### src/sv/iol_pkg.sv
// ----------------------------------------------------------------------------
// iol_pkg: shared types and constants for the indexed ordered list
// Request and response formats, sizes, and the command and status
// interface between the controller and the datapath.
// ----------------------------------------------------------------------------
package iol_pkg;

  localparam int Capacity   = 64;
  localparam int AddrWidth  = $clog2(Capacity);
  localparam int CountWidth = $clog2(Capacity + 1);
  localparam int PosWidth   = 7;
  localparam int WordWidth  = 32;

  typedef enum logic [2:0] {
    CMD_INSERT_AT  = 3'd0,
    CMD_REMOVE_AT  = 3'd1,
    CMD_GET_AT     = 3'd2,
    CMD_PUSH_FRONT = 3'd3,
    CMD_PUSH_BACK  = 3'd4,
    CMD_POP_FRONT  = 3'd5,
    CMD_POP_BACK   = 3'd6,
    CMD_CLEAR      = 3'd7
  } command_e;

  typedef enum logic [1:0] {
    ST_OK    = 2'd0,
    ST_RANGE = 2'd1,
    ST_FULL  = 2'd2
  } status_e;

  typedef struct packed {
    command_e               command;
    logic [PosWidth-1:0]    position;
    logic [WordWidth-1:0]   data_in;
  } iol_req_t;

  typedef struct packed {
    status_e                status;
    logic [WordWidth-1:0]   data_out;
    logic [CountWidth-1:0]  element_count;
    logic [WordWidth-1:0]   front_word;
    logic [WordWidth-1:0]   back_word;
  } iol_rsp_t;

  // Port A read address source
  typedef enum logic [2:0] {
    RD_POS,      // effective position of the request
    RD_POS_INC,  // one past the effective position
    RD_TOP,      // last stored word
    RD_DN,       // index minus one
    RD_UP,       // index plus one
    RD_ZERO      // front word
  } rd_sel_e;

  typedef enum logic [1:0] {
    WR_NONE,
    WR_UP,       // move word read at index to index plus one
    WR_DN,       // move word read at index to index minus one
    WR_WORD      // store request word at effective position
  } wr_sel_e;

  typedef enum logic [2:0] {
    IDX_HOLD,
    IDX_TOP,
    IDX_POS_INC,
    IDX_DEC,
    IDX_INC
  } idx_op_e;

  typedef enum logic [1:0] {
    CNT_HOLD,
    CNT_INC,
    CNT_DEC,
    CNT_CLR
  } cnt_op_e;

  typedef struct packed {
    logic    load_req;
    logic    stat_load;
    logic    got_load;
    logic    rsp_load;
    rd_sel_e rd_sel;
    wr_sel_e wr_sel;
    idx_op_e idx_op;
    cnt_op_e cnt_op;
  } dp_cmd_t;

  typedef struct packed {
    logic is_ins;
    logic is_clr;
    logic is_get;
    logic err;
    logic ins_at_end;
    logic rem_last;
    logic idx_at_pos;
    logic idx_at_top;
  } dp_sts_t;

endpackage

### src/sv/iol_datapath.sv
// ----------------------------------------------------------------------------
// iol_datapath: slot memory, count, shift index and response register
// Decodes the held request against the count and moves words one per
// cycle under control of the sequencer.
// ----------------------------------------------------------------------------
module iol_datapath import iol_pkg::*; (
  input  logic     clk_i,
  input  logic     rst_ni,
  input  iol_req_t req_i,
  input  dp_cmd_t  cmd_i,
  output dp_sts_t  sts_o,
  output iol_rsp_t rsp_o
);

  logic [WordWidth-1:0]  mem_q [Capacity];
  iol_req_t              req_q;
  logic [CountWidth-1:0] cnt_q, cnt_d;
  logic [AddrWidth-1:0]  idx_q, idx_d;
  logic [WordWidth-1:0]  rd_a_q, rd_b_q, got_q;
  status_e               stat_q;
  iol_rsp_t              rsp_q;

  logic [PosWidth-1:0]   eff_pos;
  logic [CountWidth-1:0] cnt_m1;
  logic [AddrWidth-1:0]  top_addr, pos_addr, rd_addr, wr_addr;
  logic [WordWidth-1:0]  wr_data;
  logic                  wr_en, is_ins, is_clr, is_get;
  status_e               stat_code;

  assign cnt_m1   = cnt_q - CountWidth'(1);
  assign top_addr = cnt_m1[AddrWidth-1:0];
  assign pos_addr = eff_pos[AddrWidth-1:0];

  always_comb begin
    is_ins = 1'b0;
    is_clr = 1'b0;
    is_get = 1'b0;
    unique case (req_q.command)
      CMD_INSERT_AT: begin
        is_ins  = 1'b1;
        eff_pos = req_q.position;
      end
      CMD_PUSH_FRONT: begin
        is_ins  = 1'b1;
        eff_pos = '0;
      end
      CMD_PUSH_BACK: begin
        is_ins  = 1'b1;
        eff_pos = PosWidth'(cnt_q);
      end
      CMD_REMOVE_AT: eff_pos = req_q.position;
      CMD_GET_AT: begin
        is_get  = 1'b1;
        eff_pos = req_q.position;
      end
      CMD_POP_FRONT: eff_pos = '0;
      CMD_POP_BACK:  eff_pos = (cnt_q == '0) ? '0 : PosWidth'(cnt_m1);
      CMD_CLEAR: begin
        is_clr  = 1'b1;
        eff_pos = '0;
      end
      default: eff_pos = '0;
    endcase

    if (is_clr) begin
      stat_code = ST_OK;
    end else if (is_ins) begin
      if (eff_pos > PosWidth'(cnt_q))              stat_code = ST_RANGE;
      else if (cnt_q == CountWidth'(Capacity))     stat_code = ST_FULL;
      else                                         stat_code = ST_OK;
    end else begin
      stat_code = (eff_pos >= PosWidth'(cnt_q)) ? ST_RANGE : ST_OK;
    end
  end

  always_comb begin
    sts_o.is_ins     = is_ins;
    sts_o.is_clr     = is_clr;
    sts_o.is_get     = is_get;
    sts_o.err        = (stat_code != ST_OK);
    sts_o.ins_at_end = (eff_pos == PosWidth'(cnt_q));
    sts_o.rem_last   = (eff_pos == PosWidth'(cnt_m1));
    sts_o.idx_at_pos = (idx_q == pos_addr);
    sts_o.idx_at_top = (idx_q == top_addr);
  end

  // Read and write address selection
  always_comb begin
    unique case (cmd_i.rd_sel)
      RD_POS:     rd_addr = pos_addr;
      RD_POS_INC: rd_addr = pos_addr + AddrWidth'(1);
      RD_TOP:     rd_addr = top_addr;
      RD_DN:      rd_addr = idx_q - AddrWidth'(1);
      RD_UP:      rd_addr = idx_q + AddrWidth'(1);
      RD_ZERO:    rd_addr = '0;
      default:    rd_addr = '0;
    endcase

    wr_en   = 1'b1;
    wr_addr = pos_addr;
    wr_data = rd_a_q;
    unique case (cmd_i.wr_sel)
      WR_NONE: wr_en   = 1'b0;
      WR_UP:   wr_addr = idx_q + AddrWidth'(1);
      WR_DN:   wr_addr = idx_q - AddrWidth'(1);
      WR_WORD: wr_data = req_q.data_in;
      default: wr_en   = 1'b0;
    endcase
  end

  always_comb begin
    unique case (cmd_i.idx_op)
      IDX_HOLD:    idx_d = idx_q;
      IDX_TOP:     idx_d = top_addr;
      IDX_POS_INC: idx_d = pos_addr + AddrWidth'(1);
      IDX_DEC:     idx_d = idx_q - AddrWidth'(1);
      IDX_INC:     idx_d = idx_q + AddrWidth'(1);
      default:     idx_d = idx_q;
    endcase

    unique case (cmd_i.cnt_op)
      CNT_HOLD: cnt_d = cnt_q;
      CNT_INC:  cnt_d = cnt_q + CountWidth'(1);
      CNT_DEC:  cnt_d = cnt_m1;
      CNT_CLR:  cnt_d = '0;
      default:  cnt_d = cnt_q;
    endcase
  end

  // Slot memory: one write port, two registered read ports
  always_ff @(posedge clk_i) begin
    if (wr_en) begin
      mem_q[wr_addr] <= wr_data;
    end
    rd_a_q <= mem_q[rd_addr];
    rd_b_q <= mem_q[top_addr];
  end

  always_ff @(posedge clk_i or negedge rst_ni) begin
    if (!rst_ni) begin
      cnt_q <= '0;
    end else begin
      cnt_q <= cnt_d;
    end
  end

  always_ff @(posedge clk_i) begin
    idx_q <= idx_d;
    if (cmd_i.load_req) begin
      req_q <= req_i;
    end
    if (cmd_i.stat_load) begin
      stat_q <= stat_code;
    end
    if (cmd_i.load_req) begin
      got_q <= '0;
    end else if (cmd_i.got_load) begin
      got_q <= rd_a_q;
    end
    if (cmd_i.rsp_load) begin
      rsp_q.status        <= stat_q;
      rsp_q.data_out      <= got_q;
      rsp_q.element_count <= cnt_q;
      rsp_q.front_word    <= (cnt_q != '0) ? rd_a_q : '0;
      rsp_q.back_word     <= (cnt_q != '0) ? rd_b_q : '0;
    end
  end

  assign rsp_o = rsp_q;

endmodule

### src/sv/iol_controller.sv
// ----------------------------------------------------------------------------
// iol_controller: sequencer for the indexed ordered list
// Accepts one request, steps the datapath through the word moves and
// holds the response until it is taken.
// ----------------------------------------------------------------------------
module iol_controller import iol_pkg::*; (
  input  logic    clk_i,
  input  logic    rst_ni,
  input  logic    in_valid_i,
  output logic    in_stall_o,
  output logic    out_valid_o,
  input  logic    out_stall_i,
  input  dp_sts_t sts_i,
  output dp_cmd_t cmd_o
);

  typedef enum logic [3:0] {
    S_IDLE,
    S_DECODE,
    S_INS_SHIFT,
    S_INS_WRITE,
    S_READ_WAIT,
    S_REM_SHIFT,
    S_FB_READ,
    S_FB_WAIT,
    S_OUT
  } state_e;

  state_e state_q, state_d;

  always_comb begin
    state_d        = state_q;
    cmd_o          = '0;
    cmd_o.rd_sel   = RD_ZERO;
    cmd_o.wr_sel   = WR_NONE;
    cmd_o.idx_op   = IDX_HOLD;
    cmd_o.cnt_op   = CNT_HOLD;
    in_stall_o     = 1'b1;
    out_valid_o    = 1'b0;

    unique case (state_q)
      S_IDLE: begin
        in_stall_o     = 1'b0;
        cmd_o.load_req = in_valid_i;
        if (in_valid_i) state_d = S_DECODE;
      end
      S_DECODE: begin
        cmd_o.stat_load = 1'b1;
        if (sts_i.err) begin
          state_d = S_FB_READ;
        end else if (sts_i.is_clr) begin
          cmd_o.cnt_op = CNT_CLR;
          state_d      = S_FB_READ;
        end else if (sts_i.is_ins) begin
          if (sts_i.ins_at_end) begin
            cmd_o.wr_sel = WR_WORD;
            cmd_o.cnt_op = CNT_INC;
            state_d      = S_FB_READ;
          end else begin
            cmd_o.rd_sel = RD_TOP;
            cmd_o.idx_op = IDX_TOP;
            state_d      = S_INS_SHIFT;
          end
        end else begin
          cmd_o.rd_sel = RD_POS;
          state_d      = S_READ_WAIT;
        end
      end
      S_INS_SHIFT: begin
        cmd_o.wr_sel = WR_UP;
        if (sts_i.idx_at_pos) begin
          state_d = S_INS_WRITE;
        end else begin
          cmd_o.rd_sel = RD_DN;
          cmd_o.idx_op = IDX_DEC;
        end
      end
      S_INS_WRITE: begin
        cmd_o.wr_sel = WR_WORD;
        cmd_o.cnt_op = CNT_INC;
        state_d      = S_FB_READ;
      end
      S_READ_WAIT: begin
        cmd_o.got_load = 1'b1;
        if (sts_i.is_get) begin
          state_d = S_FB_READ;
        end else if (sts_i.rem_last) begin
          cmd_o.cnt_op = CNT_DEC;
          state_d      = S_FB_READ;
        end else begin
          cmd_o.rd_sel = RD_POS_INC;
          cmd_o.idx_op = IDX_POS_INC;
          state_d      = S_REM_SHIFT;
        end
      end
      S_REM_SHIFT: begin
        cmd_o.wr_sel = WR_DN;
        if (sts_i.idx_at_top) begin
          cmd_o.cnt_op = CNT_DEC;
          state_d      = S_FB_READ;
        end else begin
          cmd_o.rd_sel = RD_UP;
          cmd_o.idx_op = IDX_INC;
        end
      end
      S_FB_READ: begin
        cmd_o.rd_sel = RD_ZERO;
        state_d      = S_FB_WAIT;
      end
      S_FB_WAIT: begin
        cmd_o.rsp_load = 1'b1;
        state_d        = S_OUT;
      end
      S_OUT: begin
        out_valid_o = 1'b1;
        if (!out_stall_i) state_d = S_IDLE;
      end
      default: state_d = S_IDLE;
    endcase
  end

  always_ff @(posedge clk_i or negedge rst_ni) begin
    if (!rst_ni) begin
      state_q <= S_IDLE;
    end else begin
      state_q <= state_d;
    end
  end

endmodule

### src/sv/indexed_ordered_list.sv
// ----------------------------------------------------------------------------
// indexed_ordered_list: double-ended list of words with indexed access
// Top level joining the request sequencer and the slot datapath.
// ----------------------------------------------------------------------------
// The list holds up to 64 words of 32 bits in order, position zero at the
// front, in a single-write, dual-read slot memory. It takes one request at a
// time: insert, remove or read at a position, push or pop at either end, or
// clear, and answers each request with one response carrying the status, the
// word removed or read, the new count and the front and back words. A refused
// request leaves the list as it was. Words are moved one per cycle through the
// memory's single write port, so an insert at position p costs count - p
// moves and a remove at p costs count - 1 - p moves. A refused request, a
// clear or an insert at the end goes from decode straight to the read of the
// front and back words; any other insert, and every remove or read, which
// first fetches its word, makes its moves, if any, before that read. The
// next request can be accepted in the cycle after its response leaves.
// Pushes and pops at the back, reads and clears take no moves. The memory
// needs no clearing after reset: only words at positions below the count
// ever reach a response or a move.
module indexed_ordered_list import iol_pkg::*; (
  input  logic     clk_i,
  input  logic     rst_ni,
  input  logic     in_valid_i,
  output logic     in_stall_o,
  input  iol_req_t in_req_i,
  output logic     out_valid_o,
  input  logic     out_stall_i,
  output iol_rsp_t out_rsp_o
);

  dp_cmd_t dp_cmd;  // sequencer to datapath
  dp_sts_t dp_sts;  // decode and index flags back to the sequencer

  // Sequence one request at a time; hold the response until taken.
  iol_controller u_iol_controller (
    .clk_i       (clk_i),
    .rst_ni      (rst_ni),
    .in_valid_i  (in_valid_i),
    .in_stall_o  (in_stall_o),
    .out_valid_o (out_valid_o),
    .out_stall_i (out_stall_i),
    .sts_i       (dp_sts),
    .cmd_o       (dp_cmd)
  );

  // Slot memory, count and response register.
  iol_datapath u_iol_datapath (
    .clk_i  (clk_i),
    .rst_ni (rst_ni),
    .req_i  (in_req_i),
    .cmd_i  (dp_cmd),
    .sts_o  (dp_sts),
    .rsp_o  (out_rsp_o)
  );

endmodule

### config.mk
export PLATFORM = sky130hd
export DESIGN_NAME = indexed_ordered_list
export DESIGN_NICKNAME = d
export VERILOG_FILES = /design/src/sv/iol_pkg.sv /design/src/sv/iol_datapath.sv /design/src/sv/iol_controller.sv /design/src/sv/indexed_ordered_list.sv
export SDC_FILE = /design/constraint.sdc
export NUM_CORES = 2
export LEC_CHECK = 0
export BUFFER_PORTS_ARGS = -buffer_cell sky130_fd_sc_hd__buf_2
export CORE_MARGIN = 10
export CORE_UTILIZATION = 59
export CTS_BUF_LIST = sky130_fd_sc_hd__clkbuf_8
export CTS_CLUSTER_SIZE = 25
export DETAILED_ROUTE_END_ITERATION = 8
export PLACE_DENSITY = 0.78
export SLEW_MARGIN = 0
export SYNTH_ARGS = -nofsm -noshare
export SYNTH_HDL_FRONTEND = slang
export SYNTH_HIERARCHICAL = 1
export SYNTH_SLANG_ARGS = --single-unit
### constraint.sdc
create_clock -name clk_i -period 7.1 [get_ports clk_i]
set_input_delay 1.42 -clock clk_i [delete_from_list [all_inputs] [get_ports clk_i]]
set_output_delay 1.42 -clock clk_i [all_outputs]
set_load 0.02 [all_outputs]
== Word-level counts from Yosys, hierarchy flattened ==
Memory sizes are Yosys's and may differ from the RTL's. A register that Yosys moved wholly into a read port is not among the register bits.
Index checks and enable logic that the tools add are counted.

* Output and inout bits: 107
* Memories: 1
* Memory bits (writable): 2048
* Register bits after elaboration: 198
* Input bits: 46

{| class="wikitable"
|+ Memory list
! name !! words !! bits a word !! read ports !! clocked after Yosys merged registers in !! wr ports !! RTL line !! RTL
|-
| u_iol_datapath.mem_q || 64 || 32 || 2 || 2 || 1 || iol_datapath.sv:15 || <nowiki>logic [WordWidth-1:0] mem_q [Capacity];</nowiki>
|}

* Equality and inequality tests: 38
* Order comparisons: 2
* Add/subtract/negate cells: 5
* Reduce and logical (&&, ||, !) cells: 13
* Multiplexer cells: 56

{| class="wikitable"
|+ Operator list
! cell !! number
|-
| $pmux W4 S9 || 1
|-
| $mux W32 || 1
|-
| $pmux W6 S5 || 1
|-
| $mux W4 || 7
|-
| $pmux W7 S4 || 1
|-
| $mux W2 || 12
|-
| $pmux W3 S4 || 2
|-
| $pmux W6 S4 || 1
|-
| $mux W3 || 7
|-
| $pmux W7 S3 || 1
|-
| $eq A3 B2 Y1 const B || 6
|-
| $eq A3 B3 Y1 const B || 6
|-
| $eq A4 B3 Y1 const B || 4
|-
| $pmux W2 S4 || 2
|-
| $eq A7 B7 Y1 || 2
|-
| $mux W1 || 14
|-
| $mux W7 || 2
|-
| $add A6 B1 Y6 const B || 2
|-
| $eq A6 B6 Y1 || 2
|-
| $pmux W6 S2 || 1
|-
| $mux W10 || 1
|-
| $eq A3 B1 Y1 const B || 3
|-
| $reduce_or A3 Y1 || 3
|-
| $eq A2 B2 Y1 const B || 4
|-
| 21 further kinds || 28
|}

== Longest topological paths before layout ==
* Word-level depth: 12
* Gate-level depth with buffers: 36

== Modules after synthesis ==
Netlist, hierarchy kept.

{| class="wikitable"
|+ Modules (own cells, without submodules)
! module !! times used !! sequential area each (um^2) !! area each (um^2) !! cells an instance
|-
| iol_datapath || 1 || 68250.5 || 105477.4 || 5410
|-
| iol_controller || 1 || 100.1 || 498.0 || 66
|}

== Worst setup path before layout ==
OpenSTA, ideal clock, no wires.

* Path kind: flip-flop to flip-flop
* Start: reg u_iol_datapath.cnt_q[0]
* End: mem u_iol_datapath.mem_q[10][0], enable pin
* Data required time: 6.679 ns
* Setup time: 0.421 ns
* Cell stages (with the launch flop): 29
* Arrival time: 7.283 ns
* Slack: -0.604 ns
* Clock period less this slack: 7.704 ns
* Buffers on the path: 3
* Cell sequence: dfrtp_1 buf_2 inv_1 ha_1 nor2b_1 a211o_1 o211a_2 or2_0 clkbuf_1 inv_1 ha_1 o21a_1 o21a_1 o21a_1 o21a_1 o21ai_0 a21oi_1 o22a_1 or2_2 o31a_1 a2111oi_0 inv_1 ha_1 clkbuf_1 nor2_1 a21oi_1 nor2b_1 nand3_1 nor2_1

{| class="wikitable"
|+ RTL lines
! item !! RTL line !! RTL
|-
| from (decl) || iol_datapath.sv:17 || <nowiki>logic [CountWidth-1:0] cnt_q, cnt_d;</nowiki>
|-
| from (signal assigned) || iol_datapath.sv:143 || <nowiki>cnt_q <= cnt_d;</nowiki>
|-
| to (decl) || iol_datapath.sv:15 ||
|}

==> impl_metrics.ini <==
[yosys]
yosysSeqAreaShare_pct = 64.5
ys_types = 80
synth_area_leaders = edfxtp_1 62%, mux4_2 23%, mux2i_1 3.3%, dfxtp_1 1.8%, nand3_1 1.2%
yosysTopAreaCellShare_pct = 62.4
synth_cells = 5476
synth-edff-count = 2203
async_flop_share_pct = 0.476
syn-cell-area_mm2 = 0.106
synth_common_cells = 2203 x edfxtp_1, 1060 x mux4_2, 349 x mux2i_1
synth_seq_cells = 2310
avgSynthCellArea_um2 = 19.4
ys.warnings.count = 6
ys.flop_type = edfxtp_1
synth_nets = 5539
yosysMostFrequentCell = edfxtp_1
yosys.area.top_type = edfxtp_1

[detailed_routing]
vias = 66000
ant_nets = 0
wirelength_um = 353000
wl_per_cell_um = 40.8
drc = 0
drt_pass1_iterations = 7
via_per_inst = 7.64
drt_iter0_drc = 12100

[cts]
clk_pin_slew_ps = 70
cts-root-buf = clkbuf_8
cts-buffers-inserted = 374
cts_tree = built
clock_path_buffers = 4
clk_latency_ps = 1110
cts.sinks = 2310
cts_max_level = 5

[critical_path]
max_stage_delay_ps = 530
cpMostUsedCell = o21a_1
cp.required_ps = 7990
critPathArrivalTime_ps = 7860
path_class = flop to flop
cp-start-kind = flop
cp_slowest_cell = or4b_4
worst-path-max-fanout = 7
r2r_cells = 31
endpoint_kind = flop

[sta]
period_share_pct = 98.1
max_slew_margin_pct = 10.7
fmax_ghz = 0.144
setup_viol = 0
slew_violations = 0
period_needed_ps = 6970
worstMarginPinSlew_ps = 1340
skew_ps = 72.1
report.final.hold_viol_count = 0
tns_ps = 0

[final_layout]
finalInstanceArea_mm2 = 0.122
multiInputGateArea_mm2 = 0.0366
syn_to_final_growth_pct = 14.9
seqCellArea_mm2 = 0.0684
final_cells = 8646
drive_above_1_share_pct = 37.7
final_nets = 6049
n_fill_cell = 10800

[run_status]
status = finished clean

[global_route]
grt_pass1_vias = 64600
grt_max_degree = 149
grt_pass1_wl_um = 489000
grt_util_all_layers_pct = 35.1
overflow = 0
antenna_found_initial = 15

[placement]
placed_area_mm2 = 0.113
place_inst = 7920
io_buffers = 152
hpwlAfterDp_um = 201000
routabilityCongestion = 0.900

[hold_path]
holdCritPathClass = input pin to async pin

[floorplan]
rows = 155
core_mm2 = 0.179
die_h_um = 444
initial_core_util_pct = 59.3
dieArea_mm2 = 0.197
die-width_um = 444
io_pins = 153

[power]
ir_drop_uv = 582
leakage_uw = 0.0391
power_uw = 70200
power_density_mw_per_mm2 = 576

[flow_run]
maxCapViolations = 0
[cells by family after synthesis]
kind of cell               Yosys count  synth area share (%)
buffers and inverters              463                  1.89
DFF                               2310                  64.5
muxes                             1506                  26.9
and+or+nand+nor                    850                  4.10
AOI/OAI and AO/OA                  289                  2.13
xor gates and xnor gates            41                 0.339
adders and majority gates           17                 0.201
[path summary, 6_finish.rpt]
check | from | endpoint | slack, ps
worst max register to register | u_iol_datapath/cnt_q[0] | u_iol_datapath/rd_a_q[5] | 130
worst min register to register | u_iol_datapath/stat_q[1] | u_iol_datapath/rsp_o[104] | 400
worst max-delay path | u_iol_datapath/cnt_q[0] | u_iol_datapath/rd_a_q[5] | 130
worst min-delay path | rst_ni | u_iol_controller/state_q[3] | 230
max in group asynchronous | rst_ni | u_iol_datapath/cnt_q[0] | 6590
min in group clk_i | u_iol_datapath/stat_q[1] | u_iol_datapath/rsp_o[104] | 400
[metrics by stage]
stage	worst slack, ps	hold slack, ps	utilization [%]
floorplan	-482	400	-
finish	133	235	68.2
global placement	-348	408	63.5
detailed placement	-323	411	63.5
global route	-81.2	211	68.2
CTS	21.2	156	67.6
[worst max-delay path: cells and delay by family (launching register included)]
family | cells | cell delay (ps)
simple gates | 6 | 1350
mux | 2 | 770
fa+ha+maj | 2 | 350
compound gates | 14 | 2830
flops | 1 | 450
buf+inv | 7 | 990
[timing repair]
action	CTS	global route
endpoints found under the setup margin	23	1996
hold buffers	0	0
resized for setup	13	90
setup buffers	6	25
pin swaps	1	13
cloned	1	13
[sequential cells by signal, summed over array words and instances (netlist names)]
| register | count |
|---|---|
| u_iol_datapath/req_q | 42 |
| u_iol_datapath/mem_q | 2048 |
| u_iol_datapath/idx_q | 6 |
| u_iol_datapath/stat_q | 2 |
| u_iol_datapath/rd_b_q | 32 |
| u_iol_datapath/cnt_q | 7 |
| u_iol_controller/state_q | 4 |
| u_iol_datapath/rsp_o | 105 |
| u_iol_datapath/rd_a_q | 32 |
| u_iol_datapath/got_q | 32 |
[layer usage]
| layer | share of wire (%) | GRT usage (%) | vias to the layer above | wire [um] |
|---|---|---|---|---|
| li1 | - | - | 24400 | - |
| met1 | 31 | 44.8 | 33400 | 111000 |
| met2 | 43 | 50.0 | 6817 | 153000 |
| met3 | 18 | 14.3 | 1421 | 61700 |
| met4 | 7.6 | 22.5 | 6 | 26900 |
| met5 | 0.012 | 0 | - | 43 |
[placed cells by master, fill, tap and decap left out, types with 17 or more instances in the layout]
cell type / instances
a2111oi_0: 47
nand4_1: 38
nand3_1: 260
buf_4: 220
o21ai_0: 30
a22oi_1: 34
nor2_4: 64
and2_1: 70
xnor2_1: 33
buf_2: 152
clkinv_2: 45
mux4_2: 1060
dfxtp_1: 96
inv_1: 129
and4_1: 63
nand2_1: 180
nor2_1: 97
a2bb2oi_1: 50
clkinv_1: 68
edfxtp_1: 2203
diode_2: 17
mux2_2: 96
mux2i_1: 343
clkbuf_8: 422
buf_12: 160
[cell type report]
cell class	count	area share, %
flip-flops and latches	2310	56.1
clock inverters	242	1.16
diodes	17	0.0349
well taps	2355	2.42
clock buffers	422	4.77
inverters	26	0.0853
repair buffers	571	5.35
multi-input cells	2703	30.1
[power by group]
| group | switching (uW) | total (uW) | internal, uW |
|---|---|---|---|
| clock network | 5290 | 11300 | 6000 |
| logic | 21700 | 39300 | 17500 |
| registers | 889 | 19600 | 18700 |
| total | 27900 | 70200 | 42300 |
(Power assumes the default switching activity.)
